### src/hdl/ult_pkg.sv
package ult_pkg;

  localparam int DEF_CAPACITY = 32;
  localparam int DATA_W       = 32;
  localparam int POS_W        = 5;
  localparam int ITEM_W       = 6;

  localparam logic [1:0] OP_INSERT = 2'd0;
  localparam logic [1:0] OP_SEARCH = 2'd1;
  localparam logic [1:0] OP_REMOVE = 2'd2;

  localparam logic [1:0] ST_OK       = 2'd0;
  localparam logic [1:0] ST_FULL     = 2'd1;
  localparam logic [1:0] ST_EMPTY    = 2'd2;
  localparam logic [1:0] ST_NOTFOUND = 2'd3;

  typedef struct packed {
    logic [1:0]               opcode;
    logic signed [DATA_W-1:0] value;
  } ult_in_t;

  typedef struct packed {
    logic [1:0]        status;
    logic [POS_W-1:0]  position;
    logic [ITEM_W-1:0] item_count;
  } ult_out_t;

  // finished result handed from the sequencer to the output register
  typedef struct packed {
    logic     valid;
    ult_out_t data;
  } ult_res_t;

endpackage

### src/hdl/ult_outreg.sv
module ult_outreg (
  input  logic             clk,
  input  logic             rst_n,
  input  ult_pkg::ult_res_t res,
  output logic             res_load,
  output logic             out_valid,
  input  logic             out_stall,
  output ult_pkg::ult_out_t out_data
);
  import ult_pkg::*;

  logic     out_valid_r;
  ult_out_t out_data_r;

  // take a new result whenever the held beat is gone or leaves this cycle
  assign res_load  = !out_valid_r || !out_stall;
  assign out_valid = out_valid_r;
  assign out_data  = out_data_r;

  always_ff @(posedge clk) begin
    if (!rst_n) begin
      out_valid_r <= 1'b0;
    end else if (res.valid && res_load) begin
      out_valid_r <= 1'b1;
    end else if (!out_stall) begin
      out_valid_r <= 1'b0;
    end
  end

  always_ff @(posedge clk) begin
    if (res.valid && res_load) begin
      out_data_r <= res.data;
    end
  end

  a_hold_while_stalled: assert property (@(posedge clk) disable iff (!rst_n)
    (out_valid_r && out_stall) |=> (out_valid_r && $stable(out_data_r)))
    else $error("result beat changed while stalled");

  a_no_load_when_blocked: assert property (@(posedge clk) disable iff (!rst_n)
    (out_valid_r && out_stall) |-> !res_load)
    else $error("load offered while held beat is stalled");

  a_load_sets_valid: assert property (@(posedge clk) disable iff (!rst_n)
    (res.valid && res_load) |=> out_valid_r)
    else $error("loaded result not presented");

endmodule

### src/hdl/ult_core.sv
module ult_core #(
  parameter int CAPACITY = ult_pkg::DEF_CAPACITY
) (
  input  logic              clk,
  input  logic              rst_n,
  input  logic              in_valid,
  output logic              in_stall,
  input  ult_pkg::ult_in_t  in_data,
  output ult_pkg::ult_res_t res,
  input  logic              res_load
);
  import ult_pkg::*;

  localparam int IDX_W = (CAPACITY > 1) ? $clog2(CAPACITY) : 1;
  localparam int CNT_W = $clog2(CAPACITY + 1);
  localparam logic [CNT_W-1:0] CAP_CNT = CNT_W'(CAPACITY);

  typedef enum logic [2:0] {
    S_IDLE,
    S_SCAN,
    S_FETCH,
    S_MOVE,
    S_RESP
  } state_t;

  state_t            state_r, state_nxt;
  logic [CNT_W-1:0]  count_r, count_nxt;
  logic [1:0]        op_r, op_nxt;
  logic [DATA_W-1:0] val_r, val_nxt;
  logic [CNT_W-1:0]  rd_idx_r, rd_idx_nxt;
  logic [CNT_W-1:0]  cmp_idx_r, cmp_idx_nxt;
  logic              rd_pend_r, rd_pend_nxt;
  logic [CNT_W-1:0]  hit_r, hit_nxt;
  ult_out_t          res_r, res_nxt;

  logic [DATA_W-1:0] mem [CAPACITY];
  logic [DATA_W-1:0] rd_data_r;
  logic              mem_we, mem_re;
  logic [IDX_W-1:0]  mem_waddr, mem_raddr;
  logic [DATA_W-1:0] mem_wdata;

  logic [CNT_W-1:0]  last_idx;
  logic              match;

  assign in_stall  = (state_r != S_IDLE);
  assign res.valid = (state_r == S_RESP);
  assign res.data  = res_r;

  assign last_idx = count_r - 1'b1;
  assign match    = rd_pend_r && (rd_data_r == val_r);

  always_comb begin
    state_nxt   = state_r;
    count_nxt   = count_r;
    op_nxt      = op_r;
    val_nxt     = val_r;
    rd_idx_nxt  = rd_idx_r;
    cmp_idx_nxt = cmp_idx_r;
    rd_pend_nxt = rd_pend_r;
    hit_nxt     = hit_r;
    res_nxt     = res_r;
    mem_we      = 1'b0;
    mem_waddr   = count_r[IDX_W-1:0];
    mem_wdata   = in_data.value;
    mem_re      = 1'b0;
    mem_raddr   = rd_idx_r[IDX_W-1:0];

    unique case (state_r)
      S_IDLE: begin
        if (in_valid) begin
          op_nxt      = in_data.opcode;
          val_nxt     = in_data.value;
          rd_idx_nxt  = '0;
          rd_pend_nxt = 1'b0;
          res_nxt.status     = ST_OK;
          res_nxt.position   = '0;
          res_nxt.item_count = ITEM_W'(count_r);
          state_nxt          = S_RESP;
          case (in_data.opcode)
            OP_INSERT: begin
              if (count_r == CAP_CNT) begin
                res_nxt.status = ST_FULL;
              end else begin
                mem_we             = 1'b1;
                count_nxt          = count_r + 1'b1;
                res_nxt.position   = POS_W'(count_r);
                res_nxt.item_count = ITEM_W'(count_nxt);
              end
            end
            OP_SEARCH: begin
              if (count_r == '0) begin
                res_nxt.status = ST_NOTFOUND;
              end else begin
                state_nxt = S_SCAN;
              end
            end
            OP_REMOVE: begin
              if (count_r == '0) begin
                res_nxt.status = ST_EMPTY;
              end else begin
                state_nxt = S_SCAN;
              end
            end
            default: begin
            end
          endcase
        end
      end

      S_SCAN: begin
        // read of entry k is issued while entry k-1 is compared
        if (match) begin
          hit_nxt            = cmp_idx_r;
          res_nxt.status     = ST_OK;
          res_nxt.position   = POS_W'(cmp_idx_r);
          res_nxt.item_count = ITEM_W'(count_r);
          if (op_r == OP_SEARCH) begin
            state_nxt = S_RESP;
          end else if (cmp_idx_r == last_idx) begin
            // last entry removed: nothing to move down
            count_nxt          = last_idx;
            res_nxt.item_count = ITEM_W'(last_idx);
            state_nxt          = S_RESP;
          end else begin
            state_nxt = S_FETCH;
          end
        end else if (rd_pend_r && (cmp_idx_r == last_idx)) begin
          res_nxt.status     = ST_NOTFOUND;
          res_nxt.position   = '0;
          res_nxt.item_count = ITEM_W'(count_r);
          state_nxt          = S_RESP;
        end else if (rd_idx_r < count_r) begin
          mem_re      = 1'b1;
          rd_pend_nxt = 1'b1;
          cmp_idx_nxt = rd_idx_r;
          rd_idx_nxt  = rd_idx_r + 1'b1;
        end else begin
          rd_pend_nxt = 1'b0;
        end
      end

      S_FETCH: begin
        mem_re      = 1'b1;
        mem_raddr   = last_idx[IDX_W-1:0];
        rd_pend_nxt = 1'b0;
        state_nxt   = S_MOVE;
      end

      S_MOVE: begin
        mem_we             = 1'b1;
        mem_waddr          = hit_r[IDX_W-1:0];
        mem_wdata          = rd_data_r;
        count_nxt          = last_idx;
        res_nxt.item_count = ITEM_W'(last_idx);
        state_nxt          = S_RESP;
      end

      S_RESP: begin
        if (res_load) begin
          state_nxt = S_IDLE;
        end
      end

      default: begin
        state_nxt = S_IDLE;
      end
    endcase
  end

  always_ff @(posedge clk) begin
    if (!rst_n) begin
      state_r   <= S_IDLE;
      count_r   <= '0;
      rd_pend_r <= 1'b0;
    end else begin
      state_r   <= state_nxt;
      count_r   <= count_nxt;
      rd_pend_r <= rd_pend_nxt;
    end
    op_r      <= op_nxt;
    val_r     <= val_nxt;
    rd_idx_r  <= rd_idx_nxt;
    cmp_idx_r <= cmp_idx_nxt;
    hit_r     <= hit_nxt;
    res_r     <= res_nxt;
  end

  always_ff @(posedge clk) begin
    if (mem_we) begin
      mem[mem_waddr] <= mem_wdata;
    end
    if (mem_re) begin
      rd_data_r <= mem[mem_raddr];
    end
  end

  a_count_bound: assert property (@(posedge clk) disable iff (!rst_n)
    count_r <= CAP_CNT)
    else $error("entry count above capacity");

  a_write_states: assert property (@(posedge clk) disable iff (!rst_n)
    mem_we |-> (state_r == S_IDLE || state_r == S_MOVE))
    else $error("table written outside insert or move");

  a_scan_in_range: assert property (@(posedge clk) disable iff (!rst_n)
    (state_r == S_SCAN && rd_pend_r) |-> (cmp_idx_r < count_r))
    else $error("compare beyond entry count");

  a_accept_leaves_idle: assert property (@(posedge clk) disable iff (!rst_n)
    (in_valid && !in_stall) |=> (state_r != S_IDLE))
    else $error("accepted beat did not start work");

  a_move_shrinks: assert property (@(posedge clk) disable iff (!rst_n)
    (state_r == S_MOVE) |=> (count_r == CNT_W'($past(count_r) - 1'b1)))
    else $error("remove did not drop the count");

endmodule

### src/hdl/unordered_list_table.sv
// Fixed-capacity unordered list of signed 32-bit values held in one
// single-port-read, single-port-write table with a registered read. One beat
// is worked on at a time: search and remove scan the table one entry per
// cycle through the read port, and a remove that has to move the last entry
// into the hole adds one read and one write back. A finished result waits
// in an output register, so the next beat is taken while that result is
// still stalled. Remove fills the vacated slot with the last entry, so order
// is not kept.
module unordered_list_table #(
  parameter int CAPACITY = ult_pkg::DEF_CAPACITY
) (
  input  logic              clk,
  input  logic              rst_n,
  input  logic              in_valid,
  output logic              in_stall,
  input  ult_pkg::ult_in_t  in_data,
  output logic              out_valid,
  input  logic              out_stall,
  output ult_pkg::ult_out_t out_data
);
  import ult_pkg::*;

  ult_res_t res;
  logic     res_load;

  ult_core #(
    .CAPACITY(CAPACITY)
  ) u_core (
    .clk      (clk),
    .rst_n    (rst_n),
    .in_valid (in_valid),
    .in_stall (in_stall),
    .in_data  (in_data),
    .res      (res),
    .res_load (res_load)
  );

  ult_outreg u_outreg (
    .clk       (clk),
    .rst_n     (rst_n),
    .res       (res),
    .res_load  (res_load),
    .out_valid (out_valid),
    .out_stall (out_stall),
    .out_data  (out_data)
  );

endmodule

### config.mk
export PLATFORM = sky130hd
export DESIGN_NAME = unordered_list_table
export DESIGN_NICKNAME = d
export VERILOG_FILES = /design/src/hdl/ult_pkg.sv /design/src/hdl/ult_outreg.sv /design/src/hdl/ult_core.sv /design/src/hdl/unordered_list_table.sv
export SDC_FILE = /design/constraint.sdc
export NUM_CORES = 1
export LEC_CHECK = 0
export BUFFER_PORTS_ARGS = -buffer_cell sky130_fd_sc_hd__buf_2
export CAP_MARGIN = 10
export CORE_AREA = 10 10 289 291
export CTS_CLUSTER_SIZE = 24
export DETAILED_ROUTE_END_ITERATION = 7
export DIE_AREA = 0 0 299 301
export PLACE_DENSITY = 0.83
export SYNTH_ARGS = -nofsm -noshare
export SYNTH_HDL_FRONTEND = slang
export SYNTH_HIERARCHICAL = 1
export SYNTH_SLANG_ARGS = --single-unit
### constraint.sdc
create_clock -name clk -period 10.88 [get_ports clk]
set_input_delay 1.088 -clock clk [delete_from_list [all_inputs] [get_ports clk]]
set_output_delay 1.088 -clock clk [all_outputs]
set_load 0.05 [all_outputs]
==> After elaboration in Yosys (flattened, before gate mapping) <==
Memories as Yosys holds them, arrays and structs flattened. A register that Yosys moved wholly into a read port is not among the register bits.
Index checks and enable logic that the tools add are counted.
{ "word_totals": {"ff_bits": 88, "mem_bits_rw": 1024, "mem_count": 1} }
{ "op_classes": {"addsub": 3, "magnitude_cmp": 1, "n_eq_ne": 20, "mux": 51, "n_bitwise": 2, "reduce_logical": 23} }
{ "mem_list": {"columns": ["name", "depth", "width", "read_ports", "rd_clocked_by_memory_dff", "write_ports", "line", "text"], "rows": [
  ["u_core.mem", 32, 32, 1, 1, 1, "ult_core.sv:36", "logic [DATA_W-1:0] mem [CAPACITY];"]
]} }
{ "op_table": {"columns": ["operator", "n"], "rows": [
  ["$mux W6", 10],
  ["$mux W13", 3],
  ["$pmux W6 S3", 2],
  ["$eq A32 B32 Y1", 1],
  ["$mux W32", 1],
  ["$mux W3", 8],
  ["$mux W11", 2],
  ["$pmux W3 S5", 1],
  ["$mux W1", 14],
  ["$pmux W7 S2", 1],
  ["$add A6 B1 Y6 const B", 2],
  ["$ne A2 B2 Y1 const B", 6],
  ["$pmux W6 S2", 1],
  ["$mux W5", 2],
  ["$reduce_and A5 Y1", 2],
  ["$reduce_and A3 Y1", 3],
  ["$reduce_bool A3 Y1", 3],
  ["$reduce_and A4 Y1", 2],
  ["$eq A3 B2 Y1 const B", 2],
  ["$eq A6 B6 Y1", 1],
  ["$eq A6 B6 Y1 const B", 1],
  ["$logic_not A6 Y1", 1],
  ["$lt A6 B6 Y1", 1],
  ["$ne A2 B1 Y1 const B", 3],
  ["other kinds (19)", 27]
]} }

==> Depth between registers and ports, before layout <==
{ "depth": {"depth_word": 7, "depth_mapped": 11} }

==> By module <==
Netlist, hierarchy kept.
{ "modules_own_cells": {"columns": ["module", "n_inst", "cells_each", "area_per_inst_um2", "seq_area_each_um2"], "rows": [
  ["ult_core", 1, 2086, 43555.5, 33832.4],
  ["ult_outreg", 1, 18, 431.7, 410.4]
]} }

==> Least setup slack after synthesis <==
OpenSTA, ideal clock, no wires.
{ "synth_path": {"path_type": "input port to flip-flop", "startpoint": "input port in_data[32] (netlist name)", "endpoint": "memory u_core.mem[0][0], enable pin", "arrival_time_ns": 3.507, "required_ns": 10.459, "path_slack_ns": 6.952, "cell_stages": 7, "path_buffers": 1, "path_cell_list": "inv_1 ha_1 clkbuf_1 nand2_1 nor2_1 a32oi_1 nor2_1"} }
{ "synth_between": {"elab_chain_cells": 6} }
{ "synth_lines": {"columns": ["element", "line", "text"], "rows": [
  ["from (decl)", "unordered_list_table.sv:16", "input ult_pkg::ult_in_t in_data,"],
  ["$logic_not A2 Y1", "ult_core.sv:79", "case (in_data.opcode)"],
  ["$mux W1", "ult_core.sv:79", null],
  ["$mux W1", "ult_core.sv:70", "if (in_valid) begin"],
  ["$pmux W1 S2", "ult_core.sv:68", "unique case (state_r)"],
  ["$mux W1", "ult_core.sv:189", "if (mem_we) begin"],
  ["$mux W1 (not written as such)", "ult_core.sv:190", "mem[mem_waddr] <= mem_wdata;"],
  ["to (decl)", "ult_core.sv:36", null]
]} }
Every way passes these cells.

==> Final worst setup path <==
{ "layout_path": {"startpoint": "register u_core.state_r[1]", "endpoint": "register u_core.rd_data_r[12] (read register of u_core.mem) (data pin)"} }
{ "layout_between": {"elab_chain_cells": 2, "word_cells_on_any_way": 4} }
{ "layout_lines": {"columns": ["element", "line", "text"], "rows": [
  ["from (decl)", "ult_core.sv:26", "state_t state_r, state_nxt;"],
  ["from (signal assigned)", "ult_core.sv:176", "state_r <= state_nxt;"],
  ["$eq A3 B2 Y1 / $eq A3 B1 Y1 (equally long branches)", "ult_core.sv:68", null],
  ["$pmux W1 S2 / $mux W5 (equally long branches)", "ult_core.sv:68", null],
  ["to (decl)", "ult_core.sv:37", "logic [DATA_W-1:0] rd_data_r;"]
]} }
Several ways; a longest one is shown, not always the timed one.
A chain may end at the register's enable or synchronous reset.

==> flow_metrics.tcl <==
set metrics [dict create \
    outcome "complete, no violations" \
    cts_resized 0 \
    synth_flop_cell "edfxtp_1" \
    grt_use_total_pct 26.2 \
    drv_slew 0 \
    initial_core_util_pct 56.9 \
    rsz0062_at_grt "false" \
    crit_path_start_kind "flop" \
    p_leak_nw 15.3 \
    yosysSeqAreaShare_pct 77.8 \
    syn_avg_cell_area_um2 20.9 \
    ys_types 58 \
    post-synth-top-area-fraction_pct 77.3 \
    grt_max_degree 142 \
    htree_num_levels 3 \
    grt_pass1_wl_mm 170 \
    rows 102 \
    drtIter0Drc 3887 \
    total_power_mw 8.83 \
    clock_sinks 1144 \
    critPathKind "reg -> reg" \
    die-area_mm2 0.0900 \
    cts_buffers 105 \
    drive_above_1_share_pct 24.3 \
    dpl.hpwl_mm 56.4 \
    cp_max_fo 48 \
    final_core_util_pct 63.5 \
    final_nets 2265 \
    crit_top_cell "buf_4" \
    cts-root-buf "clkbuf_16" \
    grt.overflow.total 0 \
    fp.coreArea_mm2 0.0773 \
    wl_mm 118 \
    dp.cells 3146 \
    grt_pass1_vias 23508 \
    synth-edff-count 1133 \
    syn-num-nets 2155 \
    period_share_pct 44.9 \
    critical_path.top_delay_family "buffers and inverters" \
    hold_buffers 0 \
    synth_warnings 6 \
    worstPathCellList "or3b_2 -> a21oi_4 -> buf_12 -> buf_4 -> buf_4 -> mux4_2 -> o22ai_1 -> nor4_1" \
    drtPass1Iterations 8 \
    endpoint_kind "flop" \
    synthCells 2104 \
    vias 23638 \
    hp-class "reg -> reg" \
    worst_pin_slew_ps 1340 \
    cts.clk_slew.worst_paths_ps 60 \
    antenna_found_initial 1 \
    cts_tree "done" \
    ir_worst_vdd_mv 0.161 \
    post_cts_buffers 0 \
    wl_per_cell_um 35.4 \
    critPathMaxStageDelay_ps 870 \
    drt-vias-per-instance 7.07 \
    skew_ps 46.8 \
    crit_buf_inv 3 \
    async_flop_share_pct 0 \
    required_ps 11300 \
    setup_viol_count_final 0 \
    reg2reg_depth 8 \
    syn-cell-area_mm2 0.0440 \
    antenna_left 0 \
    instances_no_fill 3343 \
    maxCapViolCount 0 \
    worst-path-stages 8 \
    gp_congestion 0.925 \
    fin_tns_setup_ps 0 \
    die_w_um 299 \
    hold_viol_final 0 \
    post-route-min-period_ps 4890 \
    io_pins 53 \
    p_per_area_mw_per_mm2 180 \
    syn2layout_area_growth_pct 11.7 \
    yosys_register_bits 1144 \
    slowest_stage "buf_4" \
    relSlewSlack_pct 10.5 \
    synth.area.top_cells "edfxtp_1 77%, mux4_2 13%, o22ai_1 1.8%" \
    clk_latency_ps 690 \
    arrival_ps 5310 \
    clockBufferDepth 3 \
    max_freq_ghz 0.205 \
    die_y_um 301 \
    drc 0 \
    portBuffers 52 \
    holdPathStages 0 \
    yosysTopAreaCell "edfxtp_1" \
]
registers in the layout, indices dropped and copies added, names as in the netlist:
| name | count |
|---|---|
| u_core/cmp_idx_r | 6 |
| u_core/count_r | 6 |
| u_core/hit_r | 5 |
| u_core/mem | 1024 |
| u_core/op_r | 2 |
| u_core/rd_data_r | 32 |
| u_core/rd_idx_r | 6 |
| u_core/rd_pend_r | 1 |
| u_core/res | 13 |
| u_core/state_r | 3 |
| u_core/val_r | 32 |
| u_outreg/out_data | 13 |
| u_outreg/out_valid | 1 |
path summary, 6_finish.rpt:
kind	start	end	slack [ps]
setup / recovery	u_core/state_r[1]	u_core/rd_data_r[12]	5990
hold / removal	u_core/res[1]	u_outreg/out_data[1]	420
setup reg to reg	u_core/state_r[1]	u_core/rd_data_r[12]	5990
hold reg to reg	u_core/res[1]	u_outreg/out_data[1]	420
cell families (layout without fill, tap and decap cells):
logic type / count (synthesis) / count (layout) / synth area share, %
XOR/XNOR: 51 / 51 / 1.05
multiplexers: 258 / 258 / 13.2
AO/OA/AOI/OAI: 209 / 209 / 3.13
other: 0 / 1 / 0
buffers and inverters: 121 / 319 / 1.24
flip-flops: 1144 / 1144 / 77.8
adder cells (fa/ha/maj): 13 / 13 / 0.370
AND/OR/NAND/NOR: 308 / 308 / 3.21
layout by cell type, fill, tap and decap left out, drive strengths merged, types with 13 or more instances in the layout:
cell,synthesis,final
nand2,144,144
nand4,13,13
xnor2,43,43
inv,16,19
nor2,62,62
o21ai,20,20
buf,54,106
clkinv,2,54
edfxtp,1133,1133
nand3,19,19
o22ai,130,130
ha,13,13
a21oi,21,21
nor4,36,36
clkbuf,49,128
mux4,256,256
layer usage:
layer  GRT usage, %  part of all wire, %  vias to the layer above
li1               -                    -                     9001
met1           34.1                   33                    11919
met2           41.2                   47                     2266
met3           7.21                   15                      452
met4           12.1                  5.1                        0
met5              0                    0                        -
layout make-up:
type | instances | area [um^2]
Antenna cell | 1 | 2.50
Tap cell | 1040 | 1300
Clock inverter | 67 | 592
Sequential cell | 1144 | 34200
Fill cell | 4845 | 28200
Multi-Input combinational cell | 839 | 9500
Inverter | 18 | 67.6
Timing Repair Buffer | 106 | 691
Clock buffer | 128 | 2740
power by group:
group          total [mW]  switching [mW]  internal (mW)
sequential           4.88         0.00953           4.87
clock                3.61            1.60           2.00
combinational       0.342           0.222          0.120
total                8.83            1.83           6.99
cell usage after synthesis, drive strengths merged (2+ instances only):
cell       n
nand3b     3
nand4     13
o31ai      6
and2       4
o22ai    130
mux2i      2
nor2      62
mux4     256
nand3     19
or4        3
o32ai      3
nand2    144
inv       16
ha        13
a211o      2
xor2       7
xnor2     43
nand2b     2
nand4b     2
edfxtp  1133
or3        6
buf       54
a21o       6
o21ai     20
a31oi      3
clkinv     2
nor3       5
a211oi     2
dfxtp     11
a21boi     4
clkbuf    49
a21oi     21
nor4      36
a32oi      3
and3       3
o21a       4
through the flow:
step                hold WS [ps]  setup slack (ps)  cell area (um^2)
floorplan                    400              6950             44000
global placement             402              5680             45800
detailed placement           405              5530             45800
CTS                          419              5430             49100
global route                 422              5640             49100
finish                       418              5990             49100
worst reg2reg max path: stages, from the launching register on:
cell and delay (ps):
dfxtp_1 590, or3b_2 670, a21oi_4 420, buf_12 280, buf_4 710, buf_4 920
mux4_2 620, o22ai_1 290, nor4_1 110
Note: power is estimated with default switching activity, not from simulation.
